--- src/hdl/hkv_pkg.sv ---
// ----------------------------------------------------------------------------
// hkv_pkg
// Types, codes and the hash fold step of the hashed key/value store.
// ----------------------------------------------------------------------------
package hkv_pkg;

    localparam int BUCKET_COUNT    = 256;
    localparam int BUCKET_W        = 8;
    localparam int KEY_W           = 64;
    localparam int VALUE_W         = 64;
    localparam int HASH_ACC_W      = 12;
    localparam logic [HASH_ACC_W-1:0] HASH_TOP_MASK = 12'hf00;
    localparam int HASH_FOLD_SHIFT = 8;
    localparam int HASH_BYTES_PER_STEP = 2;

    typedef enum logic [1:0] {
        ACT_ADD    = 2'd0,
        ACT_REMOVE = 2'd1,
        ACT_LOOKUP = 2'd2,
        ACT_NONE   = 2'd3
    } action_t;

    typedef enum logic [1:0] {
        ST_OK        = 2'd0,
        ST_NOT_FOUND = 2'd1,
        ST_FULL      = 2'd2
    } status_t;

    typedef enum logic [3:0] {
        S_IDLE,
        S_HASH,
        S_FILL,
        S_DISPATCH,
        S_SEARCH,
        S_COMPARE,
        S_SHIFT,
        S_MOVE,
        S_DONE
    } state_t;

    // One PJW-style fold step on a 12-bit accumulator.
    function automatic logic [HASH_ACC_W-1:0] hash_fold(
        input logic [HASH_ACC_W-1:0] acc,
        input logic [7:0]            data
    );
        logic [HASH_ACC_W-1:0] a;
        logic [HASH_ACC_W-1:0] top;
        a   = {acc[7:0], 4'h0} + {4'h0, data};
        top = a & HASH_TOP_MASK;
        if (top != '0)
        begin
            a = a ^ (top >> HASH_FOLD_SHIFT) ^ top;
        end
        return a;
    endfunction

endpackage

--- src/hdl/hkv_hash.sv ---
// ----------------------------------------------------------------------------
// hkv_hash
// Iterative bucket hash: folds two key bytes per cycle, lowest byte first.
// ----------------------------------------------------------------------------
module hkv_hash (
    input  logic                    clk,
    input  logic                    rst_n,
    input  logic                    start,
    input  logic [63:0]             key,
    output logic                    done,
    output logic [hkv_pkg::BUCKET_W-1:0] bucket
);
    import hkv_pkg::*;

    localparam int STEPS  = KEY_W / (8 * HASH_BYTES_PER_STEP);
    localparam int STEP_W = $clog2(STEPS);

    logic [KEY_W-1:0]      shift_reg;
    logic [HASH_ACC_W-1:0] acc_reg;
    logic [HASH_ACC_W-1:0] acc_next;
    logic [STEP_W-1:0]     step_reg;
    logic                  busy_reg;
    logic                  done_reg;

    // two dependent fold steps on the low bytes of the shift register
    always_comb
    begin
        acc_next = hash_fold(acc_reg, shift_reg[7:0]);
        acc_next = hash_fold(acc_next, shift_reg[15:8]);
    end

    always_ff @(posedge clk or negedge rst_n)
    begin
        if (!rst_n)
        begin
            busy_reg <= 1'b0;
            done_reg <= 1'b0;
            step_reg <= '0;
        end
        else
        begin
            done_reg <= 1'b0;
            if (start)
            begin
                busy_reg <= 1'b1;
                step_reg <= '0;
            end
            else if (busy_reg)
            begin
                step_reg <= step_reg + STEP_W'(1);
                if (step_reg == STEP_W'(STEPS - 1))
                begin
                    busy_reg <= 1'b0;
                    done_reg <= 1'b1;
                end
            end
        end
    end

    always_ff @(posedge clk)
    begin
        if (start)
        begin
            shift_reg <= key;
            acc_reg   <= '0;
        end
        else if (busy_reg)
        begin
            shift_reg <= shift_reg >> (8 * HASH_BYTES_PER_STEP);
            acc_reg   <= acc_next;
        end
    end

    // the fold keeps the accumulator below the bucket count
    assign bucket = acc_reg[BUCKET_W-1:0];
    assign done   = done_reg;

endmodule

--- config.mk ---
export PLATFORM = sky130hd
export DESIGN_NAME = hkv_hash
export DESIGN_NICKNAME = d
export VERILOG_FILES = /design/src/hdl/hkv_pkg.sv /design/src/hdl/hkv_hash.sv
export SDC_FILE = /design/constraint.sdc
export NUM_CORES = 1
export LEC_CHECK = 0
export BUFFER_PORTS_ARGS = -buffer_cell sky130_fd_sc_hd__buf_2
export CORE_ASPECT_RATIO = 0.6
export CORE_MARGIN = 2
export CORE_UTILIZATION = 54
export DETAILED_ROUTE_END_ITERATION = 7
export PLACE_DENSITY = 0.79
export SLEW_MARGIN = 25
export SYNTH_ARGS = -nofsm -noshare
export SYNTH_HDL_FRONTEND = slang
export SYNTH_SLANG_ARGS = --single-unit
--- constraint.sdc ---
create_clock -name clk -period 3.5 [get_ports clk]
set_input_delay 0.35 -clock clk [delete_from_list [all_inputs] [get_ports clk]]
set_output_delay 0.35 -clock clk [all_outputs]
set_load 0.01 [all_outputs]
# After elaboration in Yosys (flattened, before gate mapping)
# Cells that the tools add are included.
[op_classes] addsub=3 n_mul=0 div=0 order_cmp=0 n_eq_ne=1 n_shift=0 mux=12 bitwise=4 reduce_logical=3
[op_table] op="$mux W64" n=2
[op_table] op="$add A12 B8 Y12" n=2
[op_table] op="$reduce_bool A12 Y1" n=2
[op_table] op="$mux W8" n=2
[op_table] op="$xor A8 B1 Y8 const B" n=2
[op_table] op="$xor A8 B4 Y8" n=2
[op_table] op="$mux W1" n=6
[op_table] op="$mux W2" n=2
[op_table] op="$add A2 B1 Y2 const B" n=1
[op_table] op="$eq A2 B2 Y1 const B" n=1
[op_table] op="$reduce_bool A2 Y1" n=1
[word_totals] ff_bits=76 latchBits=0 ram_bits=0 romBits=0 in_bits=67 mem_count=0

# Logic depth before layout (Yosys ltp)
# Gate-level depths: netlist (run 1).
[depth] depth_word=8 mapped_depth=13 mapped_depth_nobuf=13

# Least setup slack after synthesis (run 1)
# No wires, ideal clock.
[synth_timing] path_type="flip-flop to flip-flop" start="reg acc_reg[0]" end="reg acc_reg[3]" setup_ns=0.060 t_arrival_ns=2.631 t_required_ns=3.440 slack_ns=0.809 path_stages_with_launch=13 n_path_buf=0 path_cell_list="dfxtp_1 > ha_1 > inv_1 > fa_1 > nor2b_1 > o21ai_0 > a21oi_1 > xnor2_1 > ha_1 > o21a_1 > a21o_1 > a2111oi_2 > a311o_1"
[synth_via] elab_chain_len=8
[synth_rtl] element="start, declared" line="hkv_hash.sv:19" source="logic [HASH_ACC_W-1:0] acc_reg;"
[synth_rtl] element="start signal, assigned" line="hkv_hash.sv:70" source="acc_reg <= acc_next;"
[synth_rtl] element="$add A12 B8 Y12 *" line="hkv_pkg.sv:48" source="a = {acc[7:0], 4'h0} + {4'h0, data};"
[synth_rtl] element="$xor A8 B4 Y8" line="hkv_pkg.sv:52" source="a = a ^ (top >> HASH_FOLD_SHIFT) ^ top;"
[synth_rtl] element="$xor A8 B1 Y8" line="hkv_pkg.sv:52"
[synth_rtl] element="$mux W8 *" line="hkv_pkg.sv:50" source="if (top != '0)"
[synth_rtl] element="$add A12 B8 Y12 *" line="hkv_pkg.sv:48"
[synth_rtl] element="$xor A8 B4 Y8" line="hkv_pkg.sv:52"
[synth_rtl] element="$xor A8 B1 Y8" line="hkv_pkg.sv:52"
[synth_rtl] element="$mux W8 *" line="hkv_pkg.sv:50"
# Mark *: on every way between the ends. The rest lies on a longest branch, timed or not.
# A chain may end at the register's enable or synchronous reset.

# Worst setup path in the final report (run 1)
[layout_timing] start="reg shift_reg[6]" end="reg acc_reg[3]"
[layout_via] elab_chain_len=8
[layout_rtl] element="start, declared" line="hkv_hash.sv:18" source="logic [KEY_W-1:0] shift_reg;"
[layout_rtl] element="start signal, assigned" line="hkv_hash.sv:64" source="shift_reg <= key;"
[layout_rtl] element="start signal, assigned" line="hkv_hash.sv:69" source="shift_reg <= shift_reg >> (8 * HASH_BYTES_PER_STEP);"
[layout_rtl] element="$add A12 B8 Y12 *" line="hkv_pkg.sv:48"
[layout_rtl] element="$xor A8 B4 Y8" line="hkv_pkg.sv:52"
[layout_rtl] element="$xor A8 B1 Y8" line="hkv_pkg.sv:52"
[layout_rtl] element="$mux W8 *" line="hkv_pkg.sv:50"
[layout_rtl] element="$add A12 B8 Y12 *" line="hkv_pkg.sv:48"
[layout_rtl] element="$xor A8 B4 Y8" line="hkv_pkg.sv:52"
[layout_rtl] element="$xor A8 B1 Y8" line="hkv_pkg.sv:52"
[layout_rtl] element="$mux W8 *" line="hkv_pkg.sv:50"
# Marked as above.

==> results of run 1 <==
==> cell families after synthesis <==
family	count (synthesis)
multiplexers	51
buffers and inverters	16
AND/OR/NAND/NOR	39
flip-flops	76
AO/OA/AOI/OAI	26
XOR/XNOR	17
adder cells (fa/ha/maj)	11
==> power by group through the flow <==
stage	logic, mW	registers (mW)	clock network [mW]
final	0.788	1.22	0.579
after global routing	0.865	1.24	0.627
after CTS	0.786	1.22	0.598
after detailed placement	0.779	1.24	0
after global placement	0.748	1.24	0
after floorplan	0.567	1.23	0
==> cell usage in the layout, fill, tap and decap left out, drive strengths merged, types with 2 or more instances in the layout <==
| master | count |
|---|---|
| inv | 7 |
| clkbuf | 12 |
| nor3b | 2 |
| and3 | 2 |
| nor2 | 7 |
| nor2b | 2 |
| clkinvlp | 3 |
| a21oi | 7 |
| dfxtp | 8 |
| nand2 | 4 |
| buf | 77 |
| edfxtp | 64 |
| and2 | 16 |
| mux2 | 48 |
| a21o | 3 |
| xor2 | 5 |
| mux2i | 3 |
| fa | 2 |
| a211o | 2 |
| dfrtp | 4 |
| or2 | 2 |
| xnor2 | 12 |
| o21ai | 3 |
| nand3b | 2 |
| ha | 9 |
| a211oi | 3 |
==> path summary, 6_finish.rpt <==
path / end / slack (ps) / depth (start not counted)
min in group asynchronous: busy_reg / 330 / 2
max reg2reg: acc_reg[3] / 590 / 10
min: shift_reg[63] / 270 / 2
max in group asynchronous: step_reg[1] / 3050 / 2
min reg2reg: acc_reg[7] / 490 / 2
max: acc_reg[3] / 590 / 10
==> layout make-up <==
class | instances | area share
Timing Repair Buffer | 78 | 0.09883
Sequential cell | 76 | 0.5223
Inverter | 7 | 0.006289
Clock inverter | 4 | 0.006289
Clock buffer | 12 | 0.03474
Multi-Input combinational cell | 144 | 0.3064
Tap cell | 84 | 0.02516
==> synth_stat cells, types with 3 or more instances <==
| cell type | count |
|---|---|
| a211oi_1 | 3 |
| a21oi_1 | 7 |
| and2_1 | 16 |
| buf_1 | 4 |
| buf_2 | 3 |
| dfrtp_1 | 4 |
| dfxtp_1 | 8 |
| edfxtp_1 | 64 |
| ha_1 | 9 |
| inv_1 | 7 |
| mux2_2 | 48 |
| mux2i_1 | 3 |
| nand2_1 | 4 |
| nor2_1 | 7 |
| o21ai_0 | 3 |
| xnor2_1 | 12 |
| xor2_1 | 5 |
==> stage by stage <==
step | power (mW) | setup WS (ps) | utilization | cell area, um2 | instances
CTS | 2.608 | 581.8 | 0.6716 | 4178 | 405
floorplan | 1.801 | 808.7 | - | 3526 | 236
detailed placement | 2.022 | 600.1 | 0.6424 | 3996 | 388
global placement | 1.984 | 759.7 | 0.6424 | 3996 | 388
global route | 2.734 | 382.7 | 0.6716 | 4178 | 405
finish | 2.589 | 589.3 | 0.6716 | 4178 | 405
==> repair_timing <==
action                                  CTS  global route
endpoints found under the hold margin     4             0
hold buffers                              1             0
endpoints found under the setup margin    0             0
==> metal layers <==
layer	global-route usage	vias up
li1	-	1030
met1	0.2423	1012
met3	0.08317	8
met2	0.2917	60
met5	0	-
met4	0.05288	0
==> impl_metrics.ini, run 1 <==
[clock_network]
cts_tree = done
numCtsBuffers = 9
path_clk_slew_ps = 80
cts_root_buf = clkbuf_8
cts.sinks = 76
h-tree-depth = 3
post_cts.repair.setup_buffers = 0
cts_resized = 0
clockBufferDepth = 2
insertion_delay_ps = 360

[setup_path]
cp_data_arrival_time_ps = 3210
slowest_stage = edfxtp_1
r2r-start = shift_reg[6]
crit_chain = ha_1, nand3_1, a21boi_0, o21ai_0, xnor2_1, ha_1, a211o_1, a21o_1, a2111oi_2, a311o_1
cpPeakStageDelay_ps = 360
path_common_cell = ha_1
crit_start = shift_reg[6]
cp.buffers_inverters = 0
path_class = reg2reg
crit_family = compound AO/OA/AOI/OAI gates
cp.required_ps = 3800
crit_path_start_kind = flop
end_kind = flop
path_max_fanout = 4

[power_and_ir_drop]
power_frac_clock = 0.223
seqPwrFrac = 0.472
vdd_drop_max_v = 0.0003529
cellInternalPower_mw = 1.817
powerDensity_mw_per_mm2 = 619.7
power_switching_share = 0.2982
combPwrFrac = 0.304
p_switching_mw = 0.7721
leakage_nw = 1.762

[yosys]
avgSynthCellArea_um2 = 14.94
yosysWarnings = 0
synth_compound_area_frac = 0.05287
synth_adder_area_share = 0.04329
synth_top_family_by_area = multiplexers
ys_types = 39
postSynthCellCount = 236
syn_area_mm2 = 0.003526
synth-edff-count = 64
synth_simple_gate_area_frac = 0.06281
async_flop_share = 0.05263
synth.area.top_cells = edfxtp_1 55%, mux2_2 15%, dfxtp_1 4.5%, ha_1 3.2%, xnor2_1 3.0%
synth_top_cell_by_area = edfxtp_1
synth_seq_cells = 76
synthFlopType = edfxtp_1
synth_top_cell_area_share = 0.5451
syn_nets = 314
ys_seq_area_frac = 0.6189
synth-xor-area-share = 0.04223
synth.mux.area_fraction = 0.1618

[grt]
antenna_found_initial = 0
grt_pass1_vias = 2157
grt_overflow_total = 0
track_usage = 0.1882
grt_pass1_wl_mm = 9.922
grt_max_degree = 77

[place]
port_buffers = 75
place.gp.congestion = 0.8780
dp_hpwl_mm = 4.193

[route]
dr_wl_met3_um = 383
wl_per_cell_um = 15.04
drt_iter0_markers = 91
viasPerCell = 5.210
dr.max_layer_used = met4
wl_met2_mm = 2.780
ant_nets = 0
drt_wl_total_mm = 6.091
drt-met1-wl_mm = 2.858
firstDrtPassIters = 4
vias = 2110
drcViolationCount = 0

[die]
die_w_um = 108.3
start_util = 0.5668
die_h_um = 66.59
dieArea_mm2 = 0.007213
io_pins = 76
core_area_mm2 = 0.006221
placement_rows = 22

[finish]
ff_latch_area_mm2 = 0.002182
drive_gt1_frac = 0.4486
layout.nets = 394
nFillCells = 502
multi_input_area_mm2 = 0.001280
area_growth_pct = 18.49
largest_reg_flops = 64
diodes = 0

[sta]
relSlewSlack = 0.4518
max_freq_ghz = 0.3436
slew_viol_final = 0
period_share = 0.8316
rsz0062_at_grt = false
worst_slew_pin_slew_ps = 822.4
clock_skew_ps = 11.59
setup_tns_ps = 0
min_period_ps = 2911
setup_viol = 0
whs_ps = 265.5
hold_viol = 0

[hold_path]
hold_path_class = in2reg
hold_start = key[63]

[outcome]
outcome = finished, final reports clean

[flow_run]
maxCapViolCount = 0
No activity file was read; power rests on OpenSTA's default activity.
==> run 2: changes to the inputs <==
==> constraint.sdc (replaced) <==
create_clock -name clk -period 3 [get_ports clk]
set_input_delay 0.3 -clock clk [delete_from_list [all_inputs] [get_ports clk]]
set_output_delay 0.3 -clock clk [all_outputs]
set_load 0.01 [all_outputs]
==> run 2 against run 1 <==
Against the previous run: sequential cell count is the same; die area is the same; via count grew 0.57%; final cell count grew 0.74%; largest power group unchanged.
==> impl_metrics.ini, run 2 (synthesized netlist as in run 1, its figures left out) <==
[route]
firstDrtPassIters = 5
vias = 2122
ant_nets = 0
drt_iter0_markers = 95
viasPerCell = 5.201
drt_wl_total_mm = 6.205
drcViolationCount = 0
wl_per_cell_um = 15.21

[grt]
grt_pass1_vias = 2054
grt_overflow_total = 0
antenna_found_initial = 0
track_usage = 0.1879
grt_max_degree = 54
grt_pass1_wl_mm = 9.853

[die]
die_w_um = 108.3
io_pins = 76
placement_rows = 22
core_area_mm2 = 0.006221
start_util = 0.5668
die_h_um = 66.59
dieArea_mm2 = 0.007213

[setup_path]
path_max_fanout = 4
end_kind = flop
path_class = reg2reg
cp_data_arrival_time_ps = 3170
cp.required_ps = 3290
crit_path_start_kind = flop

[finish]
final_common_cell = buf_2
largest_reg_flops = 64
finalCoreUtilization = 0.6893
final_area_mm2 = 0.004288
area_growth_pct = 21.61
drive_gt1_frac = 0.4660
layout.nets = 397
diodes = 0
most-common-layout-cells = 75 x buf_2, 64 x edfxtp_1, 48 x mux2_2, 16 x and2_1, 12 x xnor2_1

[clock_network]
insertion_delay_ps = 340
h-tree-depth = 3
numCtsBuffers = 9
path_clk_slew_ps = 80
cts_root_buf = clkbuf_8
clockBufferDepth = 2
cts.sinks = 76
cts_tree = done

[power_and_ir_drop]
power_frac_clock = 0.277
vdd_drop_max_v = 0.0003733
leakage_nw = 1.819
power_switching_share = 0.2809
cellInternalPower_mw = 2.390
power.total_mw = 3.323
powerDensity_mw_per_mm2 = 775.0
seqPwrFrac = 0.430
p_switching_mw = 0.9336
combPwrFrac = 0.293

[sta]
period_share = 0.9605
hold_viol = 0
setup_viol = 0
whs_ps = 233.0
rsz0062_at_grt = true
relSlewSlack = 0.6462
slew_viol_final = 0
min_period_ps = 2882
max_freq_ghz = 0.3470
clock_skew_ps = 11.39
worst_slew_pin_slew_ps = 530.6
setup_tns_ps = 0

[place]
dp_hpwl_mm = 4.231
place.gp.congestion = 0.8077
port_buffers = 75
placed_cell_area_mm2 = 0.004004

[outcome]
outcome = finished, final reports clean

[hold_path]
hold_path_class = in2reg

[flow_run]
maxCapViolCount = 0
==> run 2: per-stage QoR <==
step | cells | setup slack [ps]
after global placement | 389 | 244.2
after floorplan | 236 | 308.7
after detailed placement | 389 | 107.7
final | 408 | 118.4
after global routing | 408 | -24.31
after CTS | 406 | 42.96
==> run 2: repair_timing <==
| action | 4_1_cts | 5_1_grt |
|---|---|---|
| endpoints found under the hold margin | 4 | 0 |
| hold buffers | 1 | 0 |
| gates resized for setup | 0 | 4 |
| setup endpoints to repair | 0 | 4 |
| buffers inserted | 0 | 2 |
==> run 2: cell type report <==
class / instances / area (um2)
Fill cell: 460 / 1933
Timing Repair Buffer: 81 / 435.4
Tap cell: 84 / 105.1
Clock buffer: 10 / 127.6
Multi-Input combinational cell: 144 / 1300
Inverter: 7 / 26.28
Sequential cell: 76 / 2182
Clock inverter: 6 / 111.4
==> run 2: worst paths after layout <==
path	startpoint	to	slack, ps	depth (start not counted)
setup / recovery	shift_reg[6]	acc_reg[3]	120	10
hold / removal	key[59]	shift_reg[59]	230	2
setup reg to reg	shift_reg[6]	acc_reg[3]	120	10
hold reg to reg	acc_reg[7]	acc_reg[7]	500	2
max in group asynchronous	rst_n	step_reg[0]	2600	2
min in group asynchronous	rst_n	done	280	2
==> run 2: per-layer routing <==
metal | GRT usage | wire, um | vias up
li1 | - | - | 1042
met5 | 0 | 0 | -
met2 | 0.2807 | 2829 | 78
met3 | 0.07534 | 582 | 4
met4 | 0.06731 | 31 | 0
met1 | 0.2498 | 2762 | 998
==> run 2: power by group through the flow <==
stage / Sequential [mW] / Clock [mW] / Combinational (mW)
after floorplan: 1.44 / 0 / 0.661
after global placement: 1.44 / 0 / 0.877
after detailed placement: 1.45 / 0 / 0.908
after CTS: 1.43 / 0.937 / 0.921
after global routing: 1.45 / 0.984 / 1.07
final: 1.43 / 0.919 / 0.975
==> run 2: worst max-delay path, stage by stage (launching register included) <==
cell       delay, ps
edfxtp_1         410
ha_4             310
nand3_1          130
a21boi_2         180
o21ai_0          120
xnor2_1          370
ha_1             310
a211o_1          280
a21o_1           210
a2111oi_2        360
a311o_1          150
